## src/rtl/polygon_inside_polygon_test_unit_macros.svh

```systemverilog
// Assertion macros for the polygon inside polygon test unit.
// Each macro expects clk_i and rst_ni in the scope where it is used.
`ifndef POLYGON_INSIDE_POLYGON_TEST_UNIT_MACROS_SVH
`define POLYGON_INSIDE_POLYGON_TEST_UNIT_MACROS_SVH

// Check a property on every clock edge outside reset.
`define PIPT_ASSERT(lbl, prop, msg) \
  lbl: assert property (@(posedge clk_i) disable iff (!rst_ni) (prop)) else $error(msg);

// Check that a condition implies another one on the same edge.
`define PIPT_ASSERT_IMPL(lbl, ante, cons, msg) \
  lbl: assert property (@(posedge clk_i) disable iff (!rst_ni) (ante) |-> (cons)) \
    else $error(msg);

// Check that a condition implies another one on the next edge.
`define PIPT_ASSERT_NEXT(lbl, ante, cons, msg) \
  lbl: assert property (@(posedge clk_i) disable iff (!rst_ni) (ante) |=> (cons)) \
    else $error(msg);

`endif

```

## src/rtl/pipt_pkg.sv

```systemverilog
// Shared constants, codes and structs of the polygon inside polygon test unit.
// No dependencies; used by the interfaces and every RTL module but pipt_ram.
package pipt_pkg;

  localparam int unsigned MaxVertices = 1024;
  localparam int unsigned AddrW       = $clog2(MaxVertices);
  localparam int unsigned CountW      = $clog2(MaxVertices + 1);
  localparam int unsigned CoordW      = 32;
  localparam int unsigned VtxW        = 2 * CoordW;
  localparam int unsigned TallyW      = 32;

  localparam logic [CountW-1:0] MaxCount = CountW'(MaxVertices);

  typedef enum logic [1:0] {
    CMD_START  = 2'd0,
    CMD_APPEND = 2'd1,
    CMD_TEST   = 2'd2,
    CMD_LAST   = 2'd3
  } cmd_e;

  typedef enum logic [3:0] {
    ST_IDLE  = 4'b0001,
    ST_WALK  = 4'b0010,
    ST_DRAIN = 4'b0100,
    ST_DONE  = 4'b1000
  } state_e;

  typedef struct packed {
    logic                     vld;
    logic signed [CoordW-1:0] x0;
    logic signed [CoordW-1:0] y0;
    logic signed [CoordW-1:0] x1;
    logic signed [CoordW-1:0] y1;
  } edge_t;

  typedef struct packed {
    logic busy;
    logic parity;
  } edge_stat_t;

  typedef struct packed {
    logic             we;
    logic [AddrW-1:0] waddr;
    logic [VtxW-1:0]  wdata;
    logic             re;
    logic [AddrW-1:0] raddr;
  } ram_req_t;

endpackage

```

## src/rtl/pipt_if.sv

```systemverilog
// Handshake channels of the polygon inside polygon test unit: test/vertex input
// and result output. Depends on pipt_pkg.
interface pipt_in_if import pipt_pkg::*; ();
  logic                     valid;
  logic                     ready;
  logic [1:0]               cmd;
  logic signed [CoordW-1:0] point_x;
  logic signed [CoordW-1:0] point_y;

  modport source (output valid, output cmd, output point_x, output point_y, input ready);
  modport sink   (input valid, input cmd, input point_x, input point_y, output ready);
endinterface

interface pipt_out_if import pipt_pkg::*; ();
  logic valid;
  logic ready;
  logic point_inside;
  logic polygon_inside;
  logic last;

  modport source (output valid, output point_inside, output polygon_inside, output last,
                  input ready);
  modport sink   (input valid, input point_inside, input polygon_inside, input last,
                  output ready);
endinterface

```

## src/rtl/pipt_ctrl.sv

```systemverilog
// Command sequencer: vertex store writes, edge walk over the vertex memory,
// inside/tested tallies and the result register. Depends on pipt_pkg.
module pipt_ctrl import pipt_pkg::*; (
  input  logic                     clk_i,
  input  logic                     rst_ni,
  pipt_in_if.sink                  pt_i,
  pipt_out_if.source               res_o,
  output ram_req_t                 ram_o,
  input  logic [VtxW-1:0]          ram_rdata_i,
  output edge_t                    edge_o,
  output logic signed [CoordW-1:0] px_o,
  output logic signed [CoordW-1:0] py_o,
  output logic                     clr_o,
  input  edge_stat_t               stat_i
);

  `include "polygon_inside_polygon_test_unit_macros.svh"

  state_e              state_q, state_d;
  logic [CountW-1:0]   ref_cnt_q, ref_cnt_d;
  logic [TallyW-1:0]   ins_cnt_q, ins_cnt_d, tst_cnt_q, tst_cnt_d;
  logic [CountW-1:0]   rd_cnt_q, rd_cnt_d;
  logic                rd_vld_q, rd_first_q, rd_last_q, close_q;
  logic                rd_first_d, rd_last_d;
  logic                out_vld_q, out_vld_d;
  logic                out_pi_q, out_poly_q, out_last_q;
  logic                load_out;
  logic                last_q;
  logic signed [CoordW-1:0] px_q, py_q;
  logic [VtxW-1:0]     first_vtx_q, prev_vtx_q;
  logic [TallyW-1:0]   ins_nx, tst_nx;
  logic                poly_nx;
  logic                in_acc;
  cmd_e                cmd;

  assign cmd        = cmd_e'(pt_i.cmd);
  assign pt_i.ready = (state_q == ST_IDLE);
  assign in_acc     = pt_i.valid && pt_i.ready;

  assign tst_nx  = (&tst_cnt_q) ? tst_cnt_q : tst_cnt_q + TallyW'(1);
  assign ins_nx  = (stat_i.parity && !(&ins_cnt_q)) ? ins_cnt_q + TallyW'(1) : ins_cnt_q;
  assign poly_nx = last_q && ({ins_nx, 1'b0} >= {1'b0, tst_nx});

  always_comb begin
    state_d    = state_q;
    ref_cnt_d  = ref_cnt_q;
    ins_cnt_d  = ins_cnt_q;
    tst_cnt_d  = tst_cnt_q;
    rd_cnt_d   = rd_cnt_q;
    rd_first_d = 1'b0;
    rd_last_d  = 1'b0;
    out_vld_d  = out_vld_q && !res_o.ready;
    load_out   = 1'b0;
    clr_o      = 1'b0;
    ram_o      = '0;
    ram_o.wdata = {pt_i.point_y, pt_i.point_x};
    ram_o.waddr = ref_cnt_q[AddrW-1:0];
    ram_o.raddr = rd_cnt_q[AddrW-1:0];
    unique case (state_q)
      ST_IDLE: begin
        if (in_acc) begin
          case (cmd)
            CMD_START: begin
              ram_o.we    = 1'b1;
              ram_o.waddr = '0;
              ref_cnt_d   = CountW'(1);
              ins_cnt_d   = '0;
              tst_cnt_d   = '0;
            end
            CMD_APPEND: begin
              if (ref_cnt_q < MaxCount) begin
                ram_o.we  = 1'b1;
                ref_cnt_d = ref_cnt_q + CountW'(1);
              end
            end
            default: begin
              clr_o    = 1'b1;
              rd_cnt_d = '0;
              state_d  = (ref_cnt_q == '0) ? ST_DONE : ST_WALK;
            end
          endcase
        end
      end
      ST_WALK: begin
        ram_o.re   = 1'b1;
        rd_cnt_d   = rd_cnt_q + CountW'(1);
        rd_first_d = (rd_cnt_q == '0);
        rd_last_d  = (rd_cnt_q + CountW'(1) == ref_cnt_q);
        if (rd_last_d) begin
          state_d = ST_DRAIN;
        end
      end
      ST_DRAIN: begin
        if (!rd_vld_q && !close_q && !stat_i.busy) begin
          state_d = ST_DONE;
        end
      end
      ST_DONE: begin
        if (!out_vld_q || res_o.ready) begin
          load_out  = 1'b1;
          out_vld_d = 1'b1;
          ins_cnt_d = last_q ? '0 : ins_nx;
          tst_cnt_d = last_q ? '0 : tst_nx;
          state_d   = ST_IDLE;
        end
      end
      default: state_d = ST_IDLE;
    endcase
  end

  always_ff @(posedge clk_i or negedge rst_ni) begin
    if (!rst_ni) begin
      state_q    <= ST_IDLE;
      ref_cnt_q  <= '0;
      ins_cnt_q  <= '0;
      tst_cnt_q  <= '0;
      rd_cnt_q   <= '0;
      rd_vld_q   <= 1'b0;
      rd_first_q <= 1'b0;
      rd_last_q  <= 1'b0;
      close_q    <= 1'b0;
      out_vld_q  <= 1'b0;
    end else begin
      state_q    <= state_d;
      ref_cnt_q  <= ref_cnt_d;
      ins_cnt_q  <= ins_cnt_d;
      tst_cnt_q  <= tst_cnt_d;
      rd_cnt_q   <= rd_cnt_d;
      rd_vld_q   <= ram_o.re;
      rd_first_q <= rd_first_d;
      rd_last_q  <= rd_last_d;
      close_q    <= rd_vld_q && rd_last_q;
      out_vld_q  <= out_vld_d;
    end
  end

  always_ff @(posedge clk_i) begin
    if (in_acc) begin
      px_q   <= pt_i.point_x;
      py_q   <= pt_i.point_y;
      last_q <= (cmd == CMD_LAST);
    end
    if (rd_vld_q) begin
      prev_vtx_q <= ram_rdata_i;
      if (rd_first_q) begin
        first_vtx_q <= ram_rdata_i;
      end
    end
    if (load_out) begin
      out_pi_q   <= stat_i.parity;
      out_poly_q <= poly_nx;
      out_last_q <= last_q;
    end
  end

  // edge from the held vertex to the arriving one, or the closing edge
  assign edge_o.vld = (rd_vld_q && !rd_first_q) || close_q;
  assign edge_o.x0  = prev_vtx_q[CoordW-1:0];
  assign edge_o.y0  = prev_vtx_q[VtxW-1:CoordW];
  assign edge_o.x1  = close_q ? first_vtx_q[CoordW-1:0]    : ram_rdata_i[CoordW-1:0];
  assign edge_o.y1  = close_q ? first_vtx_q[VtxW-1:CoordW] : ram_rdata_i[VtxW-1:CoordW];
  assign px_o = px_q;
  assign py_o = py_q;

  assign res_o.valid          = out_vld_q;
  assign res_o.point_inside   = out_pi_q;
  assign res_o.polygon_inside = out_poly_q;
  assign res_o.last           = out_last_q;

  `PIPT_ASSERT(a_ref_cnt_range, ref_cnt_q <= MaxCount, "vertex count beyond store depth")
  `PIPT_ASSERT_IMPL(a_read_in_range, ram_o.re, rd_cnt_q < ref_cnt_q,
                    "vertex read beyond stored count")
  `PIPT_ASSERT_IMPL(a_done_drained, state_q == ST_DONE,
                    !stat_i.busy && !rd_vld_q && !close_q, "result taken before edges drained")
  `PIPT_ASSERT_NEXT(a_close_after_last, rd_vld_q && rd_last_q, edge_o.vld && close_q,
                    "closing edge missing after last vertex")
  `PIPT_ASSERT_IMPL(a_no_write_in_walk, state_q != ST_IDLE, !ram_o.we,
                    "vertex write outside idle")

endmodule

```

## src/flat_wrapper.sv

```systemverilog
// flat-port wrapper written by rule: the top's interface ports become plain ports
module pipt_ctrl_flat import pipt_pkg::*;
  (clk_i, rst_ni, ram_o, ram_rdata_i, edge_o, px_o, py_o, clr_o, stat_i, pt_i_valid, pt_i_cmd, pt_i_point_x, pt_i_point_y, pt_i_ready, res_o_valid, res_o_point_inside, res_o_polygon_inside, res_o_last, res_o_ready);
  pipt_in_if pt_i_i ();
  pipt_out_if res_o_i ();
  input  logic clk_i;
  input  logic rst_ni;
  output ram_req_t ram_o;
  input  logic [VtxW-1:0] ram_rdata_i;
  output edge_t edge_o;
  output logic signed [CoordW-1:0] px_o;
  output logic signed [CoordW-1:0] py_o;
  output logic clr_o;
  input  edge_stat_t stat_i;
  input wire logic [$bits(pt_i_i.valid)-1:0] pt_i_valid;
  input wire logic [$bits(pt_i_i.cmd)-1:0] pt_i_cmd;
  input wire logic [$bits(pt_i_i.point_x)-1:0] pt_i_point_x;
  input wire logic [$bits(pt_i_i.point_y)-1:0] pt_i_point_y;
  output wire logic [$bits(pt_i_i.ready)-1:0] pt_i_ready;
  output wire logic [$bits(res_o_i.valid)-1:0] res_o_valid;
  output wire logic [$bits(res_o_i.point_inside)-1:0] res_o_point_inside;
  output wire logic [$bits(res_o_i.polygon_inside)-1:0] res_o_polygon_inside;
  output wire logic [$bits(res_o_i.last)-1:0] res_o_last;
  input wire logic [$bits(res_o_i.ready)-1:0] res_o_ready;
  assign pt_i_i.valid = pt_i_valid;
  assign pt_i_i.cmd = pt_i_cmd;
  assign pt_i_i.point_x = pt_i_point_x;
  assign pt_i_i.point_y = pt_i_point_y;
  assign pt_i_ready = pt_i_i.ready;
  assign res_o_valid = res_o_i.valid;
  assign res_o_point_inside = res_o_i.point_inside;
  assign res_o_polygon_inside = res_o_i.polygon_inside;
  assign res_o_last = res_o_i.last;
  assign res_o_i.ready = res_o_ready;
  pipt_ctrl u_core (.clk_i(clk_i), .rst_ni(rst_ni), .pt_i(pt_i_i), .res_o(res_o_i), .ram_o(ram_o), .ram_rdata_i(ram_rdata_i), .edge_o(edge_o), .px_o(px_o), .py_o(py_o), .clr_o(clr_o), .stat_i(stat_i));
endmodule
```

## config.mk

```make
export PLATFORM = sky130hd
export DESIGN_NAME = pipt_ctrl_flat
export DESIGN_NICKNAME = d
export VERILOG_FILES = /design/src/rtl/pipt_pkg.sv /design/src/rtl/pipt_if.sv /design/src/rtl/pipt_ctrl.sv /design/src/flat_wrapper.sv
export VERILOG_INCLUDE_DIRS = /design/src /design/src/rtl
export SDC_FILE = /design/constraint.sdc
export NUM_CORES = 1
export LEC_CHECK = 0
export ABC_CLOCK_PERIOD_IN_PS = 4600
export BUFFER_PORTS_ARGS = -buffer_cell sky130_fd_sc_hd__clkbuf_2
export CELL_PAD_IN_SITES_DETAIL_PLACEMENT = 0
export CELL_PAD_IN_SITES_GLOBAL_PLACEMENT = 2
export CORE_MARGIN = 2
export CORE_UTILIZATION = 30
export DETAILED_ROUTE_END_ITERATION = 12
export PLACE_DENSITY_LB_ADDON = 0.1
export SLEW_MARGIN = 20
export SYNTH_ARGS = -nofsm -noshare
export SYNTH_HDL_FRONTEND = slang
export SYNTH_SLANG_ARGS = --single-unit
```

## constraint.sdc

```tcl
create_clock -name clk_i -period 4.6 [get_ports clk_i]
set_input_delay 0.46 -clock clk_i [delete_from_list [all_inputs] [get_ports clk_i]]
set_output_delay 0.46 -clock clk_i [all_outputs]
set_load 0.05 [all_outputs]
```

==> qor.csv, run 1 <==
stage,metric,value,unit
setup_path,Worst Path Max Fanout,9,
sta,Worst Skew,0.0168,ns
sta,Final Hold Fails,0,
job,Max Cap Violations,0,
synthesis,synth unique cells,64,
sta,Final TNS setup,0,ns
clocking,CTS tree,yes,
clocking,clock transition at the registers of the reported paths,0.06,ns
clocking,H-tree levels,2,
setup_path,Crit. End Element,flop,
routing,Pre-antenna DRT Iters,4,
power,Tot Pwr,7820,µW
sta,worst-margin pin slew,1.00,ns
cells_and_area,area growth from synthesis to layout,23.4,%
global_route,largest net degree at the start of global routing,68,
setup_path,Critical Path RT,4.87,ns
cells_and_area,antenna cells,0,
global_route,grt ovf,0,
worst_hold_path,HP Class,primary input to flop,
synthesis,Post-synth EDFFs,196,
synthesis,Avg Synthesized Cell Area,12.2,µm²
floorplanning,Initial Util,30.5,%
floorplanning,Core Footprint,46800,µm²
clocking,CTS Sinks,291,
routing,Via density,4.90,
sta,Setup Viol. Count Final,0,
setup_path,CP top delay family,compound AO/OA/AOI/OAI gates,
global_route,initial antenna violation count,1,
routing,Iteration-0 DRC Markers,723,
synthesis,syn_nets,1337,
clocking,Skew-Pair Late Insertion Delay,0.54,ns
sta,Slew headroom,33.4,%
routing,WL final,47500,µm
sta,max-slew violation count,0,
setup_path,Crit Path Class,flop to flop,
cells_and_area,nets,1686,
routing,DRC,0,
synthesis,Yosys warnings,0,
setup_path,Startpoint Class,flop,
power,Leakage,0.00727,µW
global_route,GRT Util Overall,18.9,%
clocking,Clock Path Buffers,3,
cells_and_area,fin area,17600,µm²
floorplanning,Die Width,222,µm
synthesis,"Seq/Total Area, Yosys",58.0,%
placed_design,port buffer count,420,
synthesis,mapped cell area,14200,µm²
synthesis,"FF+latch count, synth",291,
synthesis,ys async rst share,32.6,%
sta,Tmin final,4.14,ns
cells_and_area,share of layout cells above drive strength 1,37.5,%
setup_path,"Slowest-stage cell, CP",a41oi_1,
floorplanning,Die Ht,222,µm
power,power per cell area,445,nW/µm²
routing,Avg WL per Cell,22.1,µm
global_route,vias in the first global route,10300,
status,outcome,completed,
setup_path,CP peak stage delay,0.54,ns
synthesis,most common flop cell mapped by yosys,edfxtp_1,
setup_path,CP Data Arrival Time,4.42,ns
floorplanning,FP Rows,79,
placed_design,Post-DP HPWL,35500,µm
cells_and_area,fillcell total,4657,
cells_and_area,"Core Util, Final",37.6,%
sta,period utilization,90.1,%
placed_design,GPL Wtd Cong,0.831,
setup_path,Buf/Inv on CP,0,
sta,RSZ-0062 raised after global routing,false,
routing,Via Count,10500,
power,Max VDD drop,0.000199,V
sta,fmax,241,MHz
floorplanning,num ports,421,
setup_path,CP cell instances,"and4_1, and2_1, a41oi_1, nor2b_1, nand3_1, xor2_1, ha_1, a21oi_1, nand2_1, a221oi_1, o22ai_1, a211o_1, a211o_1",
floorplanning,die footprint,49200,µm²
global_route,first-pass GRT wire length,70000,µm
synthesis,Post-Syn Instances,1164,
clocking,Num CTS Buffers,36,
clocking,# resized after CTS,0,
clocking,root buf cell,clkbuf_16,
placed_design,Post-DP Area,16500,µm²
setup_path,"most used cell, CP",a211o_1,
routing,Post-DRT Antenna Nets,0,
-- cells in the final DEF (no fill, tap or decap), drive strengths merged, types with 7 or more instances in the layout --
| master | instances |
|---|---|
| buf | 20 |
| clkinv | 20 |
| nor4 | 12 |
| o211ai | 7 |
| dfrtp | 94 |
| a22o | 7 |
| o31ai | 37 |
| inv | 17 |
| or3 | 9 |
| edfxtp | 196 |
| or4 | 13 |
| xor2 | 35 |
| ha | 37 |
| nand4 | 26 |
| nor2 | 55 |
| and4 | 11 |
| xnor2 | 49 |
| and3 | 15 |
| clkbuf | 463 |
| a31oi | 20 |
| a21oi | 37 |
| nand2 | 82 |
| nor3 | 9 |
| and2 | 12 |
| o21ai | 75 |
| nor2b | 10 |
| nand3 | 51 |
| mux2 | 65 |
-- Yosys cell counts, drive strengths merged, types with 4 or more instances --
master / instances / area share [%]
and3: 15 / 0.66
nor4b: 4 / 0.29
mux2: 65 / 5.1
xor2: 35 / 2.2
and4: 11 / 0.68
nor4: 12 / 0.76
nand3: 51 / 1.8
nand3b: 4 / 0.21
o21ai: 75 / 2.6
nor3: 9 / 0.35
nor2: 55 / 1.4
o211ai: 7 / 0.37
xnor2: 49 / 3.0
or4: 13 / 0.74
a31oi: 20 / 0.92
clkbuf: 44 / 1.2
a21o: 4 / 0.21
o31ai: 37 / 1.9
ha: 37 / 3.2
a21oi: 37 / 1.3
inv: 16 / 0.42
buf: 85 / 4.3
nor2b: 10 / 0.44
and2: 12 / 0.53
dfrtp: 94 / 17
o22ai: 4 / 0.18
nand2b: 4 / 0.18
edfxtp: 196 / 41
nand2: 82 / 2.2
nand4: 26 / 1.2
or3: 9 / 0.40
a22o: 7 / 0.43
-- routing by layer --
metal / GRT usage (%) / up-vias / routed length, µm
li1: - / 5001 / -
met1: 26.3 / 5216 / 22400
met2: 30.2 / 259 / 22100
met3: 4.04 / 38 / 2390
met4: 4.18 / 0 / 599
met5: 0 / - / 0
-- final timing paths --
kind / startpoint / to / slack, ns / depth (start not counted)
min: pt_i_point_y[23] / u_core.py_o[23] / 0.12 / 1
max in group asynchronous: rst_ni / u_core.rd_vld_q / 3.15 / 3
max reg2reg: u_core.tst_cnt_q[24] / u_core.res_o.polygon_inside / 0.46 / 13
max: u_core.tst_cnt_q[24] / u_core.res_o.polygon_inside / 0.46 / 13
min reg2reg: u_core.rd_last_q / u_core.close_q / 0.47 / 1
min in group asynchronous: rst_ni / u_core.ref_cnt_q[8] / 0.49 / 2
-- power by group --
group,leakage [µW],internal (µW),switching [µW]
Sequential,0.00311,3110,129
Combinational,0.00363,397,1560
Clock,0.000528,1500,1130
-- through the flow --
stage	setup slack, ns	hold slack (ns)	instances
finish	0.456	0.116	2147
global route	0.165	0.0835	2147
CTS	0.464	0.0745	2147
detailed placement	0.526	0.451	2081
global placement	0.456	0.437	2081
floorplan	0.835	0.164	1164
-- area by class of cell --
class | instances | area (µm²) | area share, %
sequential | 291 | 8270 | 47.0
clock buffer | 44 | 931 | 5.29
tap | 607 | 759 | 4.32
timing repair buffer | 440 | 2260 | 12.8
clock inverter | 21 | 134 | 0.761
inverter | 17 | 63.8 | 0.363
multi-input combinational | 727 | 5170 | 29.4
-- kinds of logic after synthesis --
kind of cell,after synthesis,share of synthesized area [%]
adder cells (fa/ha/maj),37,3.25
buffers and inverters,146,5.90
flip-flops,291,58.0
AO/OA/AOI/OAI,216,10.1
XOR/XNOR,84,5.16
multiplexers,66,5.21
AND/OR/NAND/NOR,324,12.3
-- registers in the layout (all words and copies together), names as in the netlist, 4 cells and up --
register,cells
u_core.first_vtx_q,64
u_core.prev_vtx_q,64
u_core.ins_cnt_q,32
u_core.px_o,32
u_core.py_o,32
u_core.tst_cnt_q,32
u_core.rd_cnt_q,11
u_core.ref_cnt_q,11
u_core.state_q,4
-- repair_timing --
action / in CTS / in global routing
hold buffers: 1 / 0
buffers inserted: 0 / 0
endpoints found under the hold margin: 44 / 0
No activity file was read; power rests on OpenSTA's default activity.
==> inputs of run 2 (changes only) <==
ABC_CLOCK_PERIOD_IN_PS = 5100   (was 4600)
CORE_UTILIZATION = 36   (was 30)
clock period = 5.1 ns   (was 4.6 ns; I/O delays follow)
==> run 2 against run 1 <==
Sequential share of layout area is 0.48 points higher. Hold slack worse by 0.090 ns. Die area is 16% lower. Largest power group unchanged. Design area is 1.0% lower. Combinational power is 12% lower.
==> qor.csv, run 2 (same netlist as run 1, synthesis figures left out) <==
stage,metric,value,unit,change
routing,Via Count,10600,,+0.34%
cells_and_area,area growth from synthesis to layout,22.1,%,
clocking,setup repair bufs after CTS,0,,unchanged
placed_design,dpl ws,0.899,ns,+0.373 ns
cells_and_area,nets,1675,,-0.65%
cells_and_area,fin area,17400,µm²,-1.0%
global_route,largest net degree at the start of global routing,69,,+1.5%
setup_path,Critical Path RT,5.38,ns,+0.51 ns
sta,Worst Slack Setup Final,0.873,ns,+0.417 ns
sta,Worst Skew,0.0144,ns,-0.00238 ns
sta,fmax,237,MHz,-2.0%
routing,DRC,0,,unchanged
sta,Setup Viol. Count Final,0,,unchanged
setup_path,Startpoint Class,flop,,
floorplanning,Initial Util,36.7,%,+6.2 points
sta,worst-margin pin slew,1.01,ns,+0.0139 ns
floorplanning,FP Rows,72,,-8.9%
cells_and_area,biggest regs,"u_core.first_vtx_q (64), u_core.prev_vtx_q (64)",,
worst_hold_path,HP Class,primary input to asynchronous set/reset pin,,
sta,RSZ-0062 raised after global routing,false,,
clocking,CTS Hold Bufs,0,,-1
placed_design,port buffer count,420,,unchanged
sta,Slew headroom,32.4,%,-0.93 points
placed_design,Post-DP Area,16300,µm²,-0.98%
sta,max-slew violation count,0,,unchanged
clocking,clock transition at the registers of the reported paths,0.06,ns,about the same
setup_path,Crit Path Class,flop to flop,,
clocking,H-tree levels,2,,unchanged
clocking,# resized after CTS,0,,unchanged
clocking,CTS Sinks,291,,unchanged
status,outcome,completed,,
global_route,initial antenna violation count,4,,+3
routing,Pre-antenna DRT Iters,5,,+1
setup_path,Worst Path Max Fanout,18,,+9
power,Leakage,0.00721,µW,-0.80%
clocking,root buf cell,clkbuf_16,,
global_route,GRT Util Overall,21.3,%,+2.5 points
job,Max Cap Violations,0,,unchanged
floorplanning,die footprint,41200,µm²,-16%
routing,Via density,5.16,,+5.3%
routing,Iteration-0 DRC Markers,831,,+15%
routing,WL final,44400,µm,-6.6%
sta,period utilization,82.9,%,-7.2 points
sta,Tmin final,4.23,ns,+0.0833 ns
global_route,vias in the first global route,10100,,-1.9%
floorplanning,Die Ht,203,µm,-8.6%
sta,Final Hold Fails,0,,unchanged
cells_and_area,antenna cells,0,,unchanged
clocking,CTS tree,yes,,
global_route,grt ovf,0,,unchanged
routing,Avg WL per Cell,21.7,µm,-1.9%
cells_and_area,most frequent cells in the layout,"419 x clkbuf_2, 196 x edfxtp_1, 92 x dfrtp_1",,
floorplanning,num ports,421,,unchanged
cells_and_area,"commonest non-fill, non-tap cell in the layout",clkbuf_2,,
placed_design,GPL Wtd Cong,0.917,,+10%
placed_design,Post-DP HPWL,33000,µm,-7.0%
power,Max VDD drop,0.000247,V,+24%
setup_path,CP Data Arrival Time,4.51,ns,+0.09 ns
power,power per cell area,403,nW/µm²,-9.4%
clocking,Num CTS Buffers,34,,-5.6%
global_route,first-pass GRT wire length,66000,µm,-5.7%
routing,Post-DRT Antenna Nets,0,,unchanged
clocking,Skew-Pair Late Insertion Delay,0.54,ns,about the same
clocking,Clock Path Buffers,3,,unchanged
cells_and_area,share of layout cells above drive strength 1,37.3,%,-0.27 points
floorplanning,Die Width,203,µm,-8.6%
setup_path,Crit. End Element,flop,,
floorplanning,Core Footprint,38800,µm²,-17%
sta,Final TNS setup,0,ns,unchanged
## run 2: metal layers
metal / global-route usage, % / vias to the layer above / part of all wire [%]
met5: 0 / - / 0.092
met4: 4.35 / 6 / 1.4
met3: 4.72 / 47 / 5.9
met2: 32.4 / 318 / 44
met1: 31.4 / 5210 / 49
li1: - / 4969 / -
## run 2: final timing paths
check                      slack [ns]                           to  cells past startpoint           startpoint
max                              0.87  u_core.res_o.polygon_inside                     14  u_core.ins_cnt_q[0]
min                              0.03          u_core.ref_cnt_q[8]                      1               rst_ni
max in group asynchronous        3.95         u_core.ins_cnt_q[19]                      2               rst_ni
min reg2reg                      0.46               u_core.close_q                      1     u_core.rd_last_q
min in group clk_i               0.16              u_core.py_o[25]                      1     pt_i_point_y[25]
max reg2reg                      0.87  u_core.res_o.polygon_inside                     14  u_core.ins_cnt_q[0]
## run 2: worst max-delay path, cell delays in order, from the launching register on
cell and delay [ns]:
dfrtp_1 0.44, ha_1 0.24, nand3_1 0.16, nor4_2 0.59
a31oi_2 0.47, nand2b_1 0.34, nor2_1 0.09, xor2_1 0.14
ha_1 0.32, a21oi_1 0.15, nand2_1 0.07, a221oi_1 0.29
o22ai_1 0.14, a211o_1 0.29, a211o_1 0.25
## run 2: cell type report
type / instances / area, µm²
Sequential cell: 291 / 8270
Clock inverter: 9 / 93.8
Clock buffer: 52 / 958
Inverter: 17 / 63.8
Multi-Input combinational cell: 727 / 5170
Fill cell: 3659 / 21400
Timing Repair Buffer: 431 / 2200
Tap cell: 518 / 648
## run 2: where the power goes
part	internal [µW]	switching (µW)	total, µW
Combinational	353	1370	1720
Sequential	2800	150	2950
Clock	1360	978	2330
Total	4510	2500	7010
## run 2: metrics by stage
step	total power (µW)	hold slack (ns)	instances	utilization [%]
2_1_floorplan	4260	0.214	1164	-
3_3_place_gp	4730	0.435	1984	42.1
3_5_place_dp	4730	0.441	1984	42.1
4_1_cts	7100	0.0369	2045	44.8
5_1_grt	7290	0.0668	2045	44.8
6_report	7010	0.0258	2045	44.8
